<file path="src/rtl/sha512_stream_hash_defines.svh">
// Assertion macros for the SHA-512 stream hash
`ifndef SHA512_STREAM_HASH_DEFINES_SVH
`define SHA512_STREAM_HASH_DEFINES_SVH

`define SHA_ASSERT_IMPL(label, clk, rst_n, ante, cons) \
    label: assert property (@(posedge clk) disable iff (!rst_n) (ante) |-> (cons)) \
        else $error("sha512 check failed");

`define SHA_ASSERT_NEXT(label, clk, rst_n, ante, cons) \
    label: assert property (@(posedge clk) disable iff (!rst_n) (ante) |=> (cons)) \
        else $error("sha512 check failed");

`endif

</file>
<file path="src/rtl/sha512_pkg.sv">
package sha512_pkg;

    typedef enum logic [2:0] {
        S_IDLE,
        S_PAD,
        S_ROUND,
        S_FOLD,
        S_EMIT
    } t_state;

    typedef struct packed {
        logic       wr_byte;
        logic [7:0] wr_data;
        logic       add_total;
        logic       start_blk;
        logic       round;
        logic       fold;
        logic       clear;
    } t_cmd;

    typedef struct packed {
        logic [6:0] fill;
        logic [6:0] round_cnt;
        logic       round_last;
    } t_status;

    localparam logic [63:0] IV [8] = '{
        64'h6A09E667F3BCC908, 64'hBB67AE8584CAA73B,
        64'h3C6EF372FE94F82B, 64'hA54FF53A5F1D36F1,
        64'h510E527FADE682D1, 64'h9B05688C2B3E6C1F,
        64'h1F83D9ABFB41BD6B, 64'h5BE0CD19137E2179
    };

    localparam logic [7:0] PAD_BYTE  = 8'h80;
    localparam logic [6:0] PAD_LIMIT = 7'd112;

    function automatic logic [63:0] round_k(input logic [6:0] t);
        logic [63:0] k;
        case (t)
            7'd0: k = 64'h428A2F98D728AE22; 7'd1: k = 64'h7137449123EF65CD;
            7'd2: k = 64'hB5C0FBCFEC4D3B2F; 7'd3: k = 64'hE9B5DBA58189DBBC;
            7'd4: k = 64'h3956C25BF348B538; 7'd5: k = 64'h59F111F1B605D019;
            7'd6: k = 64'h923F82A4AF194F9B; 7'd7: k = 64'hAB1C5ED5DA6D8118;
            7'd8: k = 64'hD807AA98A3030242; 7'd9: k = 64'h12835B0145706FBE;
            7'd10: k = 64'h243185BE4EE4B28C; 7'd11: k = 64'h550C7DC3D5FFB4E2;
            7'd12: k = 64'h72BE5D74F27B896F; 7'd13: k = 64'h80DEB1FE3B1696B1;
            7'd14: k = 64'h9BDC06A725C71235; 7'd15: k = 64'hC19BF174CF692694;
            7'd16: k = 64'hE49B69C19EF14AD2; 7'd17: k = 64'hEFBE4786384F25E3;
            7'd18: k = 64'h0FC19DC68B8CD5B5; 7'd19: k = 64'h240CA1CC77AC9C65;
            7'd20: k = 64'h2DE92C6F592B0275; 7'd21: k = 64'h4A7484AA6EA6E483;
            7'd22: k = 64'h5CB0A9DCBD41FBD4; 7'd23: k = 64'h76F988DA831153B5;
            7'd24: k = 64'h983E5152EE66DFAB; 7'd25: k = 64'hA831C66D2DB43210;
            7'd26: k = 64'hB00327C898FB213F; 7'd27: k = 64'hBF597FC7BEEF0EE4;
            7'd28: k = 64'hC6E00BF33DA88FC2; 7'd29: k = 64'hD5A79147930AA725;
            7'd30: k = 64'h06CA6351E003826F; 7'd31: k = 64'h142929670A0E6E70;
            7'd32: k = 64'h27B70A8546D22FFC; 7'd33: k = 64'h2E1B21385C26C926;
            7'd34: k = 64'h4D2C6DFC5AC42AED; 7'd35: k = 64'h53380D139D95B3DF;
            7'd36: k = 64'h650A73548BAF63DE; 7'd37: k = 64'h766A0ABB3C77B2A8;
            7'd38: k = 64'h81C2C92E47EDAEE6; 7'd39: k = 64'h92722C851482353B;
            7'd40: k = 64'hA2BFE8A14CF10364; 7'd41: k = 64'hA81A664BBC423001;
            7'd42: k = 64'hC24B8B70D0F89791; 7'd43: k = 64'hC76C51A30654BE30;
            7'd44: k = 64'hD192E819D6EF5218; 7'd45: k = 64'hD69906245565A910;
            7'd46: k = 64'hF40E35855771202A; 7'd47: k = 64'h106AA07032BBD1B8;
            7'd48: k = 64'h19A4C116B8D2D0C8; 7'd49: k = 64'h1E376C085141AB53;
            7'd50: k = 64'h2748774CDF8EEB99; 7'd51: k = 64'h34B0BCB5E19B48A8;
            7'd52: k = 64'h391C0CB3C5C95A63; 7'd53: k = 64'h4ED8AA4AE3418ACB;
            7'd54: k = 64'h5B9CCA4F7763E373; 7'd55: k = 64'h682E6FF3D6B2B8A3;
            7'd56: k = 64'h748F82EE5DEFB2FC; 7'd57: k = 64'h78A5636F43172F60;
            7'd58: k = 64'h84C87814A1F0AB72; 7'd59: k = 64'h8CC702081A6439EC;
            7'd60: k = 64'h90BEFFFA23631E28; 7'd61: k = 64'hA4506CEBDE82BDE9;
            7'd62: k = 64'hBEF9A3F7B2C67915; 7'd63: k = 64'hC67178F2E372532B;
            7'd64: k = 64'hCA273ECEEA26619C; 7'd65: k = 64'hD186B8C721C0C207;
            7'd66: k = 64'hEADA7DD6CDE0EB1E; 7'd67: k = 64'hF57D4F7FEE6ED178;
            7'd68: k = 64'h06F067AA72176FBA; 7'd69: k = 64'h0A637DC5A2C898A6;
            7'd70: k = 64'h113F9804BEF90DAE; 7'd71: k = 64'h1B710B35131C471B;
            7'd72: k = 64'h28DB77F523047D84; 7'd73: k = 64'h32CAAB7B40C72493;
            7'd74: k = 64'h3C9EBE0A15C9BEBC; 7'd75: k = 64'h431D67C49C100D4C;
            7'd76: k = 64'h4CC5D4BECB3E42B6; 7'd77: k = 64'h597F299CFC657E2A;
            7'd78: k = 64'h5FCB6FAB3AD6FAEC; 7'd79: k = 64'h6C44198C4A475817;
            default: k = 64'h0;
        endcase
        return k;
    endfunction

endpackage

</file>
<file path="src/rtl/sha512_if.sv">
interface sha512_in_if;
    logic       valid;
    logic       ready;
    logic [7:0] data_byte;
    logic       byte_valid;
    logic       finish;
    modport source (output valid, data_byte, byte_valid, finish, input ready);
    modport sink   (input valid, data_byte, byte_valid, finish, output ready);
endinterface

interface sha512_out_if;
    logic        valid;
    logic        ready;
    logic [63:0] digest_word;
    logic [2:0]  word_index;
    logic        last_word;
    modport source (output valid, digest_word, word_index, last_word, input ready);
    modport sink   (input valid, digest_word, word_index, last_word, output ready);
endinterface

</file>
<file path="src/rtl/sha512_ctrl.sv">
module sha512_ctrl
    import sha512_pkg::*;
(
    input  logic        i_clk,
    input  logic        i_rst_n,
    sha512_in_if.sink   in_ch,
    sha512_out_if.source out_ch,
    input  t_status     i_status,
    input  logic [63:0] i_total_bits,
    input  logic [63:0] i_chain_word,
    output t_cmd        o_cmd,
    output logic [2:0]  o_word_sel
);
    t_state      r_state, n_state;
    logic        r_fin, n_fin;
    logic        r_padded, n_padded;
    logic [2:0]  r_widx, n_widx;
    logic [63:0] r_bits, n_bits;
    logic        acc;
    // the block now being padded is the one that carries the length
    logic        r_bits_done;

    assign acc = in_ch.valid && in_ch.ready;

    always_ff @(posedge i_clk) begin
        if (!i_rst_n) begin
            r_state  <= S_IDLE;
            r_fin    <= 1'b0;
            r_padded <= 1'b0;
            r_widx   <= '0;
        end else begin
            r_state  <= n_state;
            r_fin    <= n_fin;
            r_padded <= n_padded;
            r_widx   <= n_widx;
        end
        r_bits <= n_bits;
    end

    // does the byte written now complete the block (fill at 127)?
    logic full_next;
    assign full_next = (i_status.fill == 7'd127);

    always_comb begin
        n_state  = r_state;
        n_fin    = r_fin;
        n_padded = r_padded;
        n_widx   = r_widx;
        n_bits   = r_bits;
        case (r_state)
            S_IDLE: begin
                if (acc) begin
                    n_fin    = in_ch.finish;
                    n_padded = 1'b0;
                    n_bits   = {i_total_bits[63:3] + {60'd0, in_ch.byte_valid}, 3'b000};
                    if (in_ch.byte_valid && full_next) n_state = S_ROUND;
                    else if (in_ch.finish)             n_state = S_PAD;
                end
            end
            S_PAD: begin
                if (!r_padded) n_padded = 1'b1;
                if (full_next) n_state = S_ROUND;
            end
            S_ROUND: if (i_status.round_last) n_state = S_FOLD;
            S_FOLD: begin
                if (!r_fin)                        n_state = S_IDLE;
                else if (r_padded && r_bits_done)  n_state = S_EMIT;
                else                               n_state = S_PAD;
            end
            S_EMIT: begin
                if (out_ch.ready) begin
                    n_widx = r_widx + 3'd1;
                    if (r_widx == 3'd7) begin
                        n_state = S_IDLE;
                        n_fin   = 1'b0;
                    end
                end
            end
            default: n_state = S_IDLE;
        endcase
    end

    // set when 0x80 lands before offset 112, or when a padded block that had no room ends
    always_ff @(posedge i_clk) begin
        if (!i_rst_n) r_bits_done <= 1'b0;
        else if (r_state == S_IDLE) r_bits_done <= 1'b0;
        else if (r_state == S_PAD && !r_padded && i_status.fill < PAD_LIMIT)
            r_bits_done <= 1'b1;
        else if (r_state == S_FOLD && r_padded) r_bits_done <= 1'b1;
    end

    logic [7:0] pad_byte;
    logic [2:0] len_sel;
    always_comb begin
        len_sel = i_status.fill[2:0];
        if (!r_padded) pad_byte = PAD_BYTE;
        else if (r_bits_done && i_status.fill >= PAD_LIMIT + 7'd8)
            pad_byte = r_bits[8*(7-len_sel) +: 8];
        else pad_byte = 8'h00;
    end

    always_comb begin
        o_cmd       = '0;
        in_ch.ready = 1'b0;
        out_ch.valid = 1'b0;
        case (r_state)
            S_IDLE: begin
                in_ch.ready     = 1'b1;
                o_cmd.wr_byte   = acc && in_ch.byte_valid;
                o_cmd.add_total = acc && in_ch.byte_valid;
                o_cmd.wr_data   = in_ch.data_byte;
                o_cmd.start_blk = acc && in_ch.byte_valid && full_next;
            end
            S_PAD: begin
                o_cmd.wr_byte   = 1'b1;
                o_cmd.wr_data   = pad_byte;
                o_cmd.start_blk = full_next;
            end
            S_ROUND: o_cmd.round = 1'b1;
            S_FOLD:  o_cmd.fold  = 1'b1;
            S_EMIT: begin
                out_ch.valid = 1'b1;
                o_cmd.clear  = out_ch.ready && (r_widx == 3'd7);
            end
            default: ;
        endcase
    end

    assign o_word_sel         = r_widx;
    assign out_ch.digest_word = i_chain_word;
    assign out_ch.word_index  = r_widx;
    assign out_ch.last_word   = (r_widx == 3'd7);
endmodule

</file>
<file path="src/flat_wrapper.sv">
// flat-port wrapper written by rule: the top's interface ports become plain ports
module sha512_ctrl_flat import sha512_pkg::*;
  (i_clk, i_rst_n, i_status, i_total_bits, i_chain_word, o_cmd, o_word_sel, in_ch_valid, in_ch_data_byte, in_ch_byte_valid, in_ch_finish, in_ch_ready, out_ch_valid, out_ch_digest_word, out_ch_word_index, out_ch_last_word, out_ch_ready);
  sha512_in_if in_ch_i ();
  sha512_out_if out_ch_i ();
  input  logic i_clk;
  input  logic i_rst_n;
  input  t_status i_status;
  input  logic [63:0] i_total_bits;
  input  logic [63:0] i_chain_word;
  output t_cmd o_cmd;
  output logic [2:0] o_word_sel;
  input wire logic [$bits(in_ch_i.valid)-1:0] in_ch_valid;
  input wire logic [$bits(in_ch_i.data_byte)-1:0] in_ch_data_byte;
  input wire logic [$bits(in_ch_i.byte_valid)-1:0] in_ch_byte_valid;
  input wire logic [$bits(in_ch_i.finish)-1:0] in_ch_finish;
  output wire logic [$bits(in_ch_i.ready)-1:0] in_ch_ready;
  output wire logic [$bits(out_ch_i.valid)-1:0] out_ch_valid;
  output wire logic [$bits(out_ch_i.digest_word)-1:0] out_ch_digest_word;
  output wire logic [$bits(out_ch_i.word_index)-1:0] out_ch_word_index;
  output wire logic [$bits(out_ch_i.last_word)-1:0] out_ch_last_word;
  input wire logic [$bits(out_ch_i.ready)-1:0] out_ch_ready;
  assign in_ch_i.valid = in_ch_valid;
  assign in_ch_i.data_byte = in_ch_data_byte;
  assign in_ch_i.byte_valid = in_ch_byte_valid;
  assign in_ch_i.finish = in_ch_finish;
  assign in_ch_ready = in_ch_i.ready;
  assign out_ch_valid = out_ch_i.valid;
  assign out_ch_digest_word = out_ch_i.digest_word;
  assign out_ch_word_index = out_ch_i.word_index;
  assign out_ch_last_word = out_ch_i.last_word;
  assign out_ch_i.ready = out_ch_ready;
  sha512_ctrl u_core (.i_clk(i_clk), .i_rst_n(i_rst_n), .in_ch(in_ch_i), .out_ch(out_ch_i), .i_status(i_status), .i_total_bits(i_total_bits), .i_chain_word(i_chain_word), .o_cmd(o_cmd), .o_word_sel(o_word_sel));
endmodule
</file>
<file path="config.mk">
export PLATFORM = sky130hd
export DESIGN_NAME = sha512_ctrl_flat
export DESIGN_NICKNAME = d
export VERILOG_FILES = /design/src/rtl/sha512_stream_hash_defines.svh /design/src/rtl/sha512_pkg.sv /design/src/rtl/sha512_if.sv /design/src/rtl/sha512_ctrl.sv /design/src/flat_wrapper.sv
export SDC_FILE = /design/constraint.sdc
export NUM_CORES = 1
export LEC_CHECK = 0
export ABC_CLOCK_PERIOD_IN_PS = 9000
export BUFFER_PORTS_ARGS = -buffer_cell sky130_fd_sc_hd__buf_2
export CAP_MARGIN = 0
export CELL_PAD_IN_SITES_DETAIL_PLACEMENT = 1
export CELL_PAD_IN_SITES_GLOBAL_PLACEMENT = 1
export CORE_UTILIZATION = 37
export CTS_CLUSTER_DIAMETER = 200
export DETAILED_ROUTE_END_ITERATION = 8
export PLACE_DENSITY = 0.95
export SKIP_CTS_REPAIR_TIMING = 1
export SLEW_MARGIN = 25
export SYNTH_ARGS = -nofsm -noshare
export SYNTH_HDL_FRONTEND = slang
export SYNTH_SLANG_ARGS = --single-unit
</file>
<file path="constraint.sdc">
create_clock -name i_clk -period 9 [get_ports i_clk]
set_clock_uncertainty 0.1 [all_clocks]
set_input_delay 0.9 -clock i_clk [delete_from_list [all_inputs] [get_ports i_clk]]
set_output_delay 0.9 -clock i_clk [all_outputs]
set_load 0.01 [all_outputs]
</file>
==> summary.md <==
| Metric | Value |
|---|---|
| Overflow left after global routing | 0 |
| Final Hold Fails | 0 |
| Yosys warning count | 0 |
| Lkg Pwr | 2.01 nW |
| Area share of the largest cell type after synthesis | 38.6% |
| Crit path DAT | 2.62 ns |
| DRT iter0 DRCs | 168 |
| Syn avg cell area | 10.7 µm² |
| Fmax | 276 MHz |
| Clock Tree Buf Depth | 2 |
| Vias per inst | 5.36 |
| TritonRoute pass-1 iters | 4 |
| Synth Area in Compound Gates | 4.14% |
| Post-synthesis mux area share | 8.53% |
| Startpoint Class | primary input |
| Final setup violating endpoints | 0 |
| Io pins | 244 |
| Die W | 115 µm |
| Reg area | 2010 µm² |
| Slew @ Worst Pin | 0.795 ns |
| Worst setup EP type | output pin |
| Pwr per Cell Area | 174 nW/µm² |
| Unrepaired setup endpoints after global routing | false |
| CTS clk-pin slew, worst paths | 0.06 ns |
| Final nets | 643 |
| Die area | 13300 µm² |
| Final Slew Violations | 0 |
| Peak VDD IR | 0.0000944 V |
| Leading cell types in the layout, fill and taps excluded | buf_2, edfxtp_1, nand2_1 |
| Largest family of logic cells by synthesized area | simple AND/OR/NAND/NOR gates |
| TritonCTS Buffers | 9 |
| Post-route ant nets | 0 |
| Total track usage | 20.2% |
| Num rows | 40 |
| Core Box Area | 12300 µm² |
| Synthesized-area fraction occupied by adder cells | 1.06% |
| Final HPWL DP | 10.3 mm |
| Vias | 3510 |
| Commonest non-fill, non-tap cell in the layout | buf_2 |
| Root buf cell | clkbuf_16 |
| Initial antenna violation count | 0 |
| Synth top area cells | edfxtp_1, buf_4, mux4_2 |
| Layout Area Growth over Synthesis | 9.87% |
| H-tree depth | 3 |
| Unique masters post-synth | 46 |
| EDFF count, synth | 61 |
| Post-Synth Simple-Gate Area | 19.9% |
| Ant. Diodes | 0 |
| Worst-path fanout max | 18 |
| Routed wire length | 12.8 mm |
| Asr flop ratio synth | 0% |
| Layout cells sized above 1 | 31.4% |
| Multi-input gate area | 2120 µm² |
| Initial Util | 38.7% |
| Status | completed |
| Net Count, Synth | 605 |
| Cell taking the most area after synthesis | edfxtp_1 |
| Mapped Cells | 444 |
| Max_cap viols | 0 |
| Mapped Area | 4740 µm² |
| Worst min path class | flop to flop |
| Routability cong. | 0.804 |
| DR DRC count | 0 |
| Clk_lat worst skew | 0.34 ns |
| Largest net degree at the start of global routing | 64 |
| Period utilization | 40.2% |
| CTS tree | built |
| FF+latch count, synth | 70 |
| Average wire per standard cell | 19.6 µm |
| Minimum clock period | 3.62 ns |
| Setup TNS Final | 0 ns |
| Slew headroom | 47.0% |
| Req. time, crit path | 8.00 ns |
| Clock sinks | 70 |
| Die height | 115 µm |
| First-pass GRT wire length | 19.9 mm |
| Part of the Yosys area used for sequential elements | 42.4% |
| Most common flop cell mapped by yosys | edfxtp_1 |
| Post-Synth XOR/XNOR Area | 11.1% |
| Fill cells | 1384 |
| Kind of critical path | primary input to output pin |
| Vias in the first global route | 3685 |
| PortBufs | 105 |
| Hold Slack | 0.457 ns |
## Yosys cell counts (all sizes together) (2+ instances only)
cell type,instances
and2,4
o211ai,3
inv,12
dfxtp,9
a21boi,3
clkbuf,4
nand3,32
or3,2
nor3b,3
a21oi,8
mux2i,10
ha,4
and4,2
mux4,13
o21ai,11
edfxtp,61
nor2,22
nor3,17
xor2,33
a311oi,2
and3,9
nor4,13
nand4,12
nor2b,6
xnor2,27
buf,75
nand2,37
## worst paths after layout
path / start / to / slack, ns / depth (start not counted)
max reg2reg: u_core.r_state[0]$_SDFFE_PN0P_ / u_core.r_fin$_SDFFE_PN0P_ / 6.51 / 5
min reg2reg: u_core.o_word_sel[1]$_SDFFE_PN0P_ / u_core.o_word_sel[1]$_SDFFE_PN0P_ / 0.46 / 2
min: u_core.o_word_sel[1]$_SDFFE_PN0P_ / u_core.o_word_sel[1]$_SDFFE_PN0P_ / 0.46 / 2
max: i_status[8] / o_cmd[12] / 5.38 / 5
## final cells by class
| type | instances | share of cell area [%] |
|---|---|---|
| clock inverters | 7 | 1.18 |
| well taps | 168 | 4.04 |
| repair buffers | 106 | 10.2 |
| flip-flops and latches | 70 | 38.6 |
| inverters | 12 | 0.865 |
| multi-input cells | 283 | 40.7 |
| clock buffers | 9 | 4.32 |
## critical path, cell delays in order
cell and delay, ns:
buf_2 0.44, mux4_2 0.61, mux2_2 0.28, a32o_1 0.24, buf_2 0.14
## power breakdown
group,internal [mW],total [mW],switching (mW)
Combinational,0.0595,0.145,0.0856
Clock,0.192,0.343,0.151
Sequential,0.398,0.416,0.0185
## metal layers
layer | vias up | routed length [µm] | track usage (%)
met1 | 1727 | 5310 | 23.9
met4 | 0 | 329 | 9.00
met2 | 137 | 6560 | 35.3
met3 | 30 | 649 | 4.16
li1 | 1616 | - | -
met5 | - | 0 | 0
## cells by family (layout without fill, tap and decap cells)
| family | Yosys count | count (layout) |
|---|---|---|
| and+or+nand+nor | 164 | 164 |
| buffers and inverters | 91 | 134 |
| DFF | 70 | 70 |
| xor gates and xnor gates | 60 | 60 |
| AOI/OAI and AO/OA | 31 | 31 |
| muxes | 24 | 24 |
| adders and majority gates | 4 | 4 |
## state kept, by name (all words and copies together) (netlist names)
signal,flops
u_core.o_word_sel,3
u_core.r_bits_done,1
u_core.r_state,3
u_core.r_fin,1
u_core.r_bits,61
u_core.r_padded,1
## stage by stage
stage	setup WS, ns	std cells	power (mW)	util, %	area, µm²
floorplan	4.91	444	0.526	-	4740
global placement	5.36	639	0.558	40.1	4920
detailed placement	5.33	639	0.569	40.1	4920
CTS	5.32	655	0.911	42.5	5210
global route	5.28	655	0.940	42.5	5210
finish	5.38	655	0.904	42.5	5210
Note: power is estimated with default switching activity, not from simulation.
